### config.mk
export PLATFORM = sky130hd
export DESIGN_NAME = write_record_ring_with_offset_lookup_unit
export DESIGN_NICKNAME = d
export VERILOG_FILES = /design/src/hdl/wrlu_pkg.sv /design/src/hdl/wrlu_store.sv /design/src/hdl/wrlu_alu.sv /design/src/hdl/wrlu_ctrl.sv /design/src/hdl/write_record_ring_with_offset_lookup_unit.sv
export SDC_FILE = /design/constraint.sdc
export NUM_CORES = 2
export LEC_CHECK = 0
export BUFFER_PORTS_ARGS = -buffer_cell sky130_fd_sc_hd__buf_2
export CAP_MARGIN = 0
export CORE_ASPECT_RATIO = 0.6
export CORE_MARGIN = 4
export CORE_UTILIZATION = 45
export CTS_CLUSTER_DIAMETER = 200
export DETAILED_ROUTE_END_ITERATION = 6
export GPL_TIMING_DRIVEN = 0
export PLACE_DENSITY_LB_ADDON = 0.15
export SKIP_CTS_REPAIR_TIMING = 1
export SLEW_MARGIN = 20
export SYNTH_ARGS = -nofsm -noshare
export SYNTH_HDL_FRONTEND = slang
export SYNTH_SLANG_ARGS = --single-unit
### constraint.sdc
create_clock -name clk -period 22.4 [get_ports clk]
set_input_delay 5.6 -clock clk [delete_from_list [all_inputs] [get_ports clk]]
set_output_delay 5.6 -clock clk [all_outputs]
set_load 0.01 [all_outputs]
### src/hdl/wrlu_pkg.sv
`timescale 1ns / 1ps
// Shared types, constants and helpers for the write record ring.
package wrlu_pkg;

    localparam int DEPTH    = 16;
    localparam int PTR_W    = (DEPTH > 1) ? $clog2(DEPTH) : 1;
    localparam int CNT_W    = $clog2(DEPTH + 1);
    localparam int LEN_W    = 16;
    localparam int HANDLE_W = 32;
    localparam int SUM_W    = 20;
    localparam int IDX_W    = 8;
    localparam int SLOT_W   = 6;

    localparam logic [SUM_W-1:0] SUM_MAX = '1;

    typedef enum logic [1:0] {
        ACT_APPEND = 2'd0,
        ACT_FIND   = 2'd1,
        ACT_TOTAL  = 2'd2,
        ACT_INDEX  = 2'd3
    } action_t;

    typedef enum logic [1:0] {
        S_IDLE,
        S_WALK,
        S_EMIT
    } state_t;

    typedef struct packed {
        action_t               action;
        logic [LEN_W-1:0]      record_length;
        logic [HANDLE_W-1:0]   record_handle;
        logic [SUM_W-1:0]      byte_offset;
        logic [IDX_W-1:0]      record_index;
    } req_t;

    typedef struct packed {
        logic                  found;
        logic [SLOT_W-1:0]     slot;
        logic [HANDLE_W-1:0]   handle_out;
        logic [LEN_W-1:0]      length_out;
        logic [LEN_W-1:0]      byte_within;
        logic [SUM_W-1:0]      bytes_before;
        logic [SUM_W-1:0]      total_bytes;
    } rsp_t;

    typedef struct packed {
        logic [LEN_W-1:0]      len;
        logic [HANDLE_W-1:0]   handle;
    } rec_t;

    typedef struct packed {
        logic                  en;
        logic [PTR_W-1:0]      addr;
        rec_t                  rec;
    } wr_t;

    typedef struct packed {
        logic [SUM_W-1:0]      value;
        logic                  below;
    } alu_res_t;

    function automatic logic [PTR_W-1:0] next_slot(input logic [PTR_W-1:0] s);
        return (s == PTR_W'(DEPTH - 1)) ? '0 : s + 1'b1;
    endfunction

endpackage

### src/hdl/wrlu_store.sv
`timescale 1ns / 1ps
// Record storage: one length and one handle per ring slot, cleared by reset.
module wrlu_store (
    input  logic                         clk,
    input  logic                         rst_n,
    input  wrlu_pkg::wr_t                wr,
    input  logic [wrlu_pkg::PTR_W-1:0]   rd_addr,
    output wrlu_pkg::rec_t               rd
);
    import wrlu_pkg::*;

    rec_t mem_reg [DEPTH];

    always_ff @(posedge clk or negedge rst_n)
    begin
        if (!rst_n)
        begin
            for (int i = 0; i < DEPTH; i++)
            begin
                mem_reg[i] <= '0;
            end
        end
        else if (wr.en)
        begin
            mem_reg[wr.addr] <= wr.rec;
        end
    end

    assign rd = mem_reg[rd_addr];

endmodule

### src/hdl/wrlu_alu.sv
`timescale 1ns / 1ps
// Shared adder: saturating accumulate or offset subtract with borrow detect.
module wrlu_alu (
    input  logic [wrlu_pkg::SUM_W-1:0]   acc,
    input  logic [wrlu_pkg::LEN_W-1:0]   len,
    input  logic                         sub,
    output wrlu_pkg::alu_res_t           res
);
    import wrlu_pkg::*;

    logic [SUM_W:0] b_ext;
    logic [SUM_W:0] sum;

    // One adder serves both: subtraction is addition of the complement plus one.
    assign b_ext = sub ? ~{{(SUM_W + 1 - LEN_W){1'b0}}, len}
                       :  {{(SUM_W + 1 - LEN_W){1'b0}}, len};
    assign sum   = {1'b0, acc} + b_ext + {{SUM_W{1'b0}}, sub};

    always_comb
    begin
        res.below = sub & sum[SUM_W];
        if (sub)
        begin
            res.value = sum[SUM_W-1:0];
        end
        else
        begin
            res.value = sum[SUM_W] ? SUM_MAX : sum[SUM_W-1:0];
        end
    end

endmodule

### src/hdl/wrlu_ctrl.sv
`timescale 1ns / 1ps
// Sequencer: ring pointers, record walk and the result register.
module wrlu_ctrl (
    input  logic                         clk,
    input  logic                         rst_n,
    input  logic                         req_valid,
    output logic                         req_stall,
    input  wrlu_pkg::req_t               req,
    output logic                         rsp_valid,
    input  logic                         rsp_stall,
    output wrlu_pkg::rsp_t               rsp,
    output wrlu_pkg::wr_t                wr,
    output logic [wrlu_pkg::PTR_W-1:0]   rd_addr,
    input  wrlu_pkg::rec_t               rd,
    output logic [wrlu_pkg::SUM_W-1:0]   alu_acc,
    output logic [wrlu_pkg::LEN_W-1:0]   alu_len,
    output logic                         alu_sub,
    input  wrlu_pkg::alu_res_t           alu_res
);
    import wrlu_pkg::*;

    state_t             state_reg, state_next;
    logic [PTR_W-1:0]   write_slot_reg, write_slot_next;
    logic [PTR_W-1:0]   oldest_slot_reg, oldest_slot_next;
    logic               is_full_reg, is_full_next;
    logic               rsp_valid_reg, rsp_valid_next;
    action_t            act_reg, act_next;
    logic [SUM_W-1:0]   acc_reg, acc_next;
    logic [CNT_W-1:0]   rem_reg, rem_next;
    logic [PTR_W-1:0]   ptr_reg, ptr_next;
    rsp_t               res_reg, res_next;
    rsp_t               rsp_reg, rsp_next;

    logic [CNT_W-1:0]   count;
    logic               idx_ok;
    logic               walk_done;
    logic               rsp_free;

    always_comb
    begin
        if (is_full_reg)
        begin
            count = CNT_W'(DEPTH);
        end
        else if (write_slot_reg >= oldest_slot_reg)
        begin
            count = CNT_W'(write_slot_reg) - CNT_W'(oldest_slot_reg);
        end
        else
        begin
            count = CNT_W'(write_slot_reg) + CNT_W'(DEPTH) - CNT_W'(oldest_slot_reg);
        end
    end

    assign idx_ok    = (IDX_W + 1)'(req.record_index) < (IDX_W + 1)'(count);
    assign walk_done = (rem_reg == '0) || ((act_reg == ACT_FIND) && alu_res.below);
    assign rsp_free  = !rsp_valid_reg || !rsp_stall;

    // Next state.
    always_comb
    begin
        state_next = state_reg;
        unique case (state_reg)
            S_IDLE:
            begin
                if (req_valid)
                begin
                    if (req.action == ACT_APPEND || (req.action == ACT_INDEX && !idx_ok))
                    begin
                        state_next = S_EMIT;
                    end
                    else
                    begin
                        state_next = S_WALK;
                    end
                end
            end
            S_WALK:
            begin
                if (walk_done)
                begin
                    state_next = S_EMIT;
                end
            end
            S_EMIT:
            begin
                if (rsp_free)
                begin
                    state_next = S_IDLE;
                end
            end
            default:
            begin
                state_next = S_IDLE;
            end
        endcase
    end

    // Datapath and outputs.
    always_comb
    begin
        write_slot_next  = write_slot_reg;
        oldest_slot_next = oldest_slot_reg;
        is_full_next     = is_full_reg;
        act_next         = act_reg;
        acc_next         = acc_reg;
        rem_next         = rem_reg;
        ptr_next         = ptr_reg;
        res_next         = res_reg;
        rsp_next         = rsp_reg;
        rsp_valid_next   = rsp_valid_reg;
        wr               = '0;
        rd_addr          = ptr_reg;
        alu_acc          = acc_reg;
        alu_len          = rd.len;
        alu_sub          = (act_reg == ACT_FIND);

        if (rsp_valid_reg && !rsp_stall)
        begin
            rsp_valid_next = 1'b0;
        end

        unique case (state_reg)
            S_IDLE:
            begin
                rd_addr = write_slot_reg;
                if (req_valid)
                begin
                    act_next = req.action;
                    ptr_next = oldest_slot_reg;
                    rem_next = count;
                    res_next = '0;
                    acc_next = '0;
                    unique case (req.action)
                        ACT_APPEND:
                        begin
                            res_next.found      = is_full_reg;
                            res_next.slot       = SLOT_W'(write_slot_reg);
                            res_next.handle_out = rd.handle;
                            res_next.length_out = rd.len;
                            wr.en               = 1'b1;
                            wr.addr             = write_slot_reg;
                            wr.rec.len          = req.record_length;
                            wr.rec.handle       = req.record_handle;
                            write_slot_next     = next_slot(write_slot_reg);
                            if (is_full_reg)
                            begin
                                oldest_slot_next = write_slot_next;
                            end
                            else if (write_slot_next == oldest_slot_reg)
                            begin
                                is_full_next = 1'b1;
                            end
                        end
                        ACT_FIND:
                        begin
                            acc_next = req.byte_offset;
                        end
                        ACT_TOTAL:
                        begin
                            acc_next = '0;
                        end
                        ACT_INDEX:
                        begin
                            // Only used when the index is in range, so it fits.
                            rem_next = CNT_W'(req.record_index);
                        end
                        default:
                        begin
                            acc_next = '0;
                        end
                    endcase
                end
            end
            S_WALK:
            begin
                if (rem_reg == '0)
                begin
                    case (act_reg)
                        ACT_TOTAL:
                        begin
                            res_next.found       = 1'b1;
                            res_next.total_bytes = acc_reg;
                        end
                        ACT_INDEX:
                        begin
                            res_next.found        = 1'b1;
                            res_next.slot         = SLOT_W'(ptr_reg);
                            res_next.handle_out   = rd.handle;
                            res_next.length_out   = rd.len;
                            res_next.bytes_before = acc_reg;
                        end
                        default:
                        begin
                            res_next = res_reg;
                        end
                    endcase
                end
                else if (act_reg == ACT_FIND && alu_res.below)
                begin
                    // The remaining offset is below this length, so it fits in 16 bits.
                    res_next.found       = 1'b1;
                    res_next.slot        = SLOT_W'(ptr_reg);
                    res_next.handle_out  = rd.handle;
                    res_next.length_out  = rd.len;
                    res_next.byte_within = acc_reg[LEN_W-1:0];
                end
                else
                begin
                    acc_next = alu_res.value;
                    ptr_next = next_slot(ptr_reg);
                    rem_next = rem_reg - 1'b1;
                end
            end
            S_EMIT:
            begin
                if (rsp_free)
                begin
                    rsp_valid_next = 1'b1;
                    rsp_next       = res_reg;
                end
            end
            default:
            begin
                rd_addr = ptr_reg;
            end
        endcase
    end

    always_ff @(posedge clk or negedge rst_n)
    begin
        if (!rst_n)
        begin
            state_reg       <= S_IDLE;
            write_slot_reg  <= '0;
            oldest_slot_reg <= '0;
            is_full_reg     <= 1'b0;
            rsp_valid_reg   <= 1'b0;
        end
        else
        begin
            state_reg       <= state_next;
            write_slot_reg  <= write_slot_next;
            oldest_slot_reg <= oldest_slot_next;
            is_full_reg     <= is_full_next;
            rsp_valid_reg   <= rsp_valid_next;
        end
    end

    always_ff @(posedge clk)
    begin
        act_reg <= act_next;
        acc_reg <= acc_next;
        rem_reg <= rem_next;
        ptr_reg <= ptr_next;
        res_reg <= res_next;
        rsp_reg <= rsp_next;
    end

    assign req_stall = (state_reg != S_IDLE);
    assign rsp_valid = rsp_valid_reg;
    assign rsp       = rsp_reg;

    a_full_ptrs_meet: assert property (@(posedge clk) disable iff (!rst_n)
        is_full_reg |-> (write_slot_reg == oldest_slot_reg))
        else $error("full ring with write and oldest slots apart");

    a_append_advances: assert property (@(posedge clk) disable iff (!rst_n)
        (state_reg == S_IDLE && req_valid && req.action == ACT_APPEND)
        |=> (write_slot_reg == next_slot($past(write_slot_reg))))
        else $error("append did not advance the write slot");

    a_walk_bounded: assert property (@(posedge clk) disable iff (!rst_n)
        (state_reg == S_WALK) |-> (rem_reg <= CNT_W'(DEPTH)))
        else $error("walk longer than the ring");

    a_emit_loads: assert property (@(posedge clk) disable iff (!rst_n)
        (state_reg == S_EMIT && rsp_free) |=> (state_reg == S_IDLE && rsp_valid_reg))
        else $error("result not handed to the output register");

endmodule

### src/hdl/write_record_ring_with_offset_lookup_unit.sv
`timescale 1ns / 1ps
// Write record ring with byte offset lookup: top level.
//
// Requests arrive on req (req_valid / req_stall) and each gives exactly one
// beat on rsp (rsp_valid / rsp_stall). A beat is taken at a clock edge with
// valid high and stall low. The unit handles one request at a time: req_stall
// is high from the accepting edge until the result has entered the output
// register.
// An append, or a get-by-index past the newest record, skips the walk: it
// goes from the idle state to the emit state and from there into the output
// register. Find, total and get-by-index walk the stored records oldest
// first, one record per cycle through a single shared adder. A walk steps
// over at most the ring depth of 16 records before it ends; the result then
// passes through the emit state into the output register.
// The output register holds its beat while rsp_stall is high; a finished
// result then waits in the sequencer and no new request is taken.
// Reset (rst_n low, asynchronous) empties the ring and clears all stored
// lengths and handles to zero; the unit then stands idle, ready for a request.
module write_record_ring_with_offset_lookup_unit (
    input  logic              clk,
    input  logic              rst_n,
    input  logic              req_valid,
    output logic              req_stall,
    input  wrlu_pkg::req_t    req,
    output logic              rsp_valid,
    input  logic              rsp_stall,
    output wrlu_pkg::rsp_t    rsp
);
    import wrlu_pkg::*;

    wr_t                wr;
    logic [PTR_W-1:0]   rd_addr;
    rec_t               rd;
    logic [SUM_W-1:0]   alu_acc;
    logic [LEN_W-1:0]   alu_len;
    logic               alu_sub;
    alu_res_t           alu_res;

    wrlu_store u_store (
        .clk     (clk),
        .rst_n   (rst_n),
        .wr      (wr),
        .rd_addr (rd_addr),
        .rd      (rd)
    );

    wrlu_alu u_alu (
        .acc (alu_acc),
        .len (alu_len),
        .sub (alu_sub),
        .res (alu_res)
    );

    wrlu_ctrl u_ctrl (
        .clk       (clk),
        .rst_n     (rst_n),
        .req_valid (req_valid),
        .req_stall (req_stall),
        .req       (req),
        .rsp_valid (rsp_valid),
        .rsp_stall (rsp_stall),
        .rsp       (rsp),
        .wr        (wr),
        .rd_addr   (rd_addr),
        .rd        (rd),
        .alu_acc   (alu_acc),
        .alu_len   (alu_len),
        .alu_sub   (alu_sub),
        .alu_res   (alu_res)
    );

endmodule

==> impl_metrics.py <==
metrics = {
    "layout": {
        "fillers": 8506,
        "stdcell_count": 5363,
        "largest_register_ff_count": 768,
        "final_nets": 4092,
        "area_delta_synth_final_pct": 14.5,
        "drive_above_1_share": 0.173,
    },
    "setup_path": {
        "crit_required_ns": 22.94,
        "critPathMaxStageDelay_ns": 0.87,
        "cp.buffers_inverters": 5,
        "critPathMaxFanout": 12,
        "arrival_ns": 9.68,
        "crit_family": "buffers and inverters",
        "cp-start-kind": "primary input",
        "slowest_stage": "nand3_1",
        "path_cells": "buf_2 > clkbuf_1 > nor3_1 > clkbuf_2 > and3_1 > nand3_1 > clkbuf_2 > clkbuf_1 > nand2_1 > o21ai_0",
        "crit_path_end_kind": "flop",
        "critPathKind": "in -> reg",
    },
    "detailed_routing": {
        "drt-total-wl_mm": 141,
        "via_count": 31300,
        "drt_iter0_drc": 3418,
        "ant_nets": 0,
        "routed_via_density": 5.83,
        "drc": 0,
        "wl_met3_mm": 16.3,
        "wl_per_cell_um": 26.2,
        "met2_length_mm": 54.6,
        "first_pass_iters": 5,
        "highest_layer": "met5",
        "m1WireLength_mm": 66.6,
    },
    "grt": {
        "track_usage": 0.274,
        "grt_overflow": 0,
        "grt_first_pass_wirelength_mm": 208,
        "grt_pass1_vias": 30100,
        "grt_max_degree": 136,
        "antenna_found_initial": 14,
    },
    "logic_synthesis": {
        "synth_edf_count": 249,
        "syn_inst": 3662,
        "yosys-top-cells-count": "nand2_1, dfrtp_1, o21ai_0",
        "synth_seq_cells": 1029,
        "synthArstFlopShare": 0.758,
        "syn_area_um2": 44000,
        "avgSynthCellArea_um2": 12.0,
        "yosysWarnings": 0,
        "synth_area_leaders": "dfrtp_1, edfxtp_1, mux4_2",
        "yosysSeqAreaShare": 0.613,
        "yosys.area.top_type_share": 0.443,
        "yosysMostFrequentCell": "nand2_1",
        "synth-main-ff-cell": "dfrtp_1",
        "yosys.area.top_type": "dfrtp_1",
        "synth.distinct_cells": 58,
    },
    "floorplan": {
        "start_util": 0.456,
        "fp.coreArea_um2": 96600,
        "ios": 195,
        "die_height_um": 250,
        "die_width_um": 412,
        "rows": 88,
        "die_area_um2": 103000,
    },
    "placement": {
        "io_buffers": 192,
        "hpwl_mm": 102,
        "placed_cells": 5181,
        "gp_congestion": 0.879,
    },
    "sta": {
        "final-setup-viol-count": 0,
        "rsz0062_at_grt": "no",
        "fin_crit_sh": 0.408,
        "worstMarginPinSlew_ns": 1.16,
        "worst_clock_skew_ns": 0.0340,
        "fin_crit_ns": 9.14,
        "fin_hold_ws_ns": 0.410,
        "hold_violations": 0,
        "timing.setup.tns_ns": 0,
        "slew_headroom": 0.225,
        "fmax_mhz": 109,
        "final_max_slew_viol_count": 0,
    },
    "clock_network": {
        "htreeDepth": 3,
        "clockRootBuffer": "clkbuf_16",
        "clkSinkCount": 1029,
        "clock_path_buffers": 3,
        "clk_latency_ns": 0.71,
        "numCtsBuffers": 96,
        "cts.clk_slew.worst_paths_ns": 0.06,
        "cts_tree": "built",
    },
    "power": {
        "totalPowerFinal_w": 0.00631,
        "leakagePower_nw": 21.1,
        "power_density_nw_per_um2": 125,
        "vdd_ir_drop_max_mv": 0.112,
    },
    "outcome": {
        "status": "completed",
    },
    "flow_run": {
        "cap_violations": 0,
    },
    "min_path": {
        "hold_class": "reg -> reg",
    },
}
## path summary, 6_finish.rpt
| path | startpoint | cells past startpoint | end | slack, ns |
|---|---|---|---|---|
| min in group asynchronous | rst_n | 1 | u_store.mem_reg[93]$_DFFE_PN0P_ | 4.89 |
| hold / removal | u_ctrl.res_reg[51]$_SDFFCE_PN0P_ | 0 | u_ctrl.rsp[51]$_DFFE_PP_ | 0.41 |
| setup reg to reg | u_ctrl.state_reg[0]$_DFFE_PN0P_ | 26 | u_ctrl.res_reg[81]$_DFFE_PP_ | 14.27 |
| setup / recovery | req[77] | 10 | u_store.mem_reg[102]$_DFFE_PN0P_ | 13.26 |
| max in group asynchronous | rst_n | 5 | u_store.mem_reg[738]$_DFFE_PN0P_ | 14.71 |
| hold reg to reg | u_ctrl.res_reg[51]$_SDFFCE_PN0P_ | 0 | u_ctrl.rsp[51]$_DFFE_PP_ | 0.41 |
## logic make-up after synthesis
| family | count (synthesis) | synth area share |
|---|---|---|
| AO/OA/AOI/OAI | 920 | 0.113 |
| XOR/XNOR | 44 | 0.00875 |
| adder cells (fa/ha/maj) | 36 | 0.0107 |
| buffers and inverters | 322 | 0.0291 |
| flip-flops | 1029 | 0.613 |
| multiplexers | 334 | 0.133 |
| other | 1 | 0.0000852 |
| AND/OR/NAND/NOR | 976 | 0.0918 |
## layout by cell type, fill, tap and decap left out, types with 18 or more instances in the layout
| cell type | n |
|---|---|
| mux2_2 | 98 |
| clkbuf_16 | 99 |
| o21ai_0 | 696 |
| ha_1 | 33 |
| and2_1 | 50 |
| dfrtp_1 | 780 |
| mux4_2 | 188 |
| a31oi_1 | 21 |
| nor2_1 | 20 |
| inv_1 | 20 |
| buf_2 | 204 |
| mux2i_1 | 44 |
| a211oi_1 | 80 |
| buf_16 | 18 |
| a21oi_1 | 68 |
| clkbuf_1 | 279 |
| nand2_1 | 804 |
| xnor2_1 | 34 |
| nor2b_1 | 51 |
| edfxtp_1 | 249 |
## layout make-up
| cell class | instances | area [um2] | share of cell area |
|---|---|---|---|
| clock inverters | 36 | 320 | 0.00636 |
| flip-flops and latches | 1029 | 27000 | 0.536 |
| plain buffers | 301 | 1210 | 0.0240 |
| diodes | 5 | 12.5 | 0.000248 |
| multi-input cells | 2312 | 15800 | 0.314 |
| clock buffers | 141 | 2790 | 0.0553 |
| inverters | 21 | 83.8 | 0.00166 |
| repair buffers | 213 | 1510 | 0.0300 |
| well taps | 1305 | 1630 | 0.0324 |
## power breakdown
part / internal [W] / switching (W)
clock: 0.000901 / 0.000745
combinational: 0.000806 / 0.00143
sequential: 0.00230 / 0.000134
total: 0.00401 / 0.00231
## metal layers
layer	GRT usage	vias to the layer above
met5	0	-
met4	0.0626	6
met3	0.103	189
met2	0.345	1373
met1	0.441	16100
li1	-	13600
## metrics by stage
stage               utilization  cell area, um2  setup WS (ns)
global placement          0.483           46600          -1.64
global route              0.522           50400          13.24
finish                    0.522           50400          13.26
CTS                       0.522           50400          13.40
floorplan                     -           44000          11.05
detailed placement        0.489           47300          12.65
Note: power is estimated with default switching activity, not from simulation.
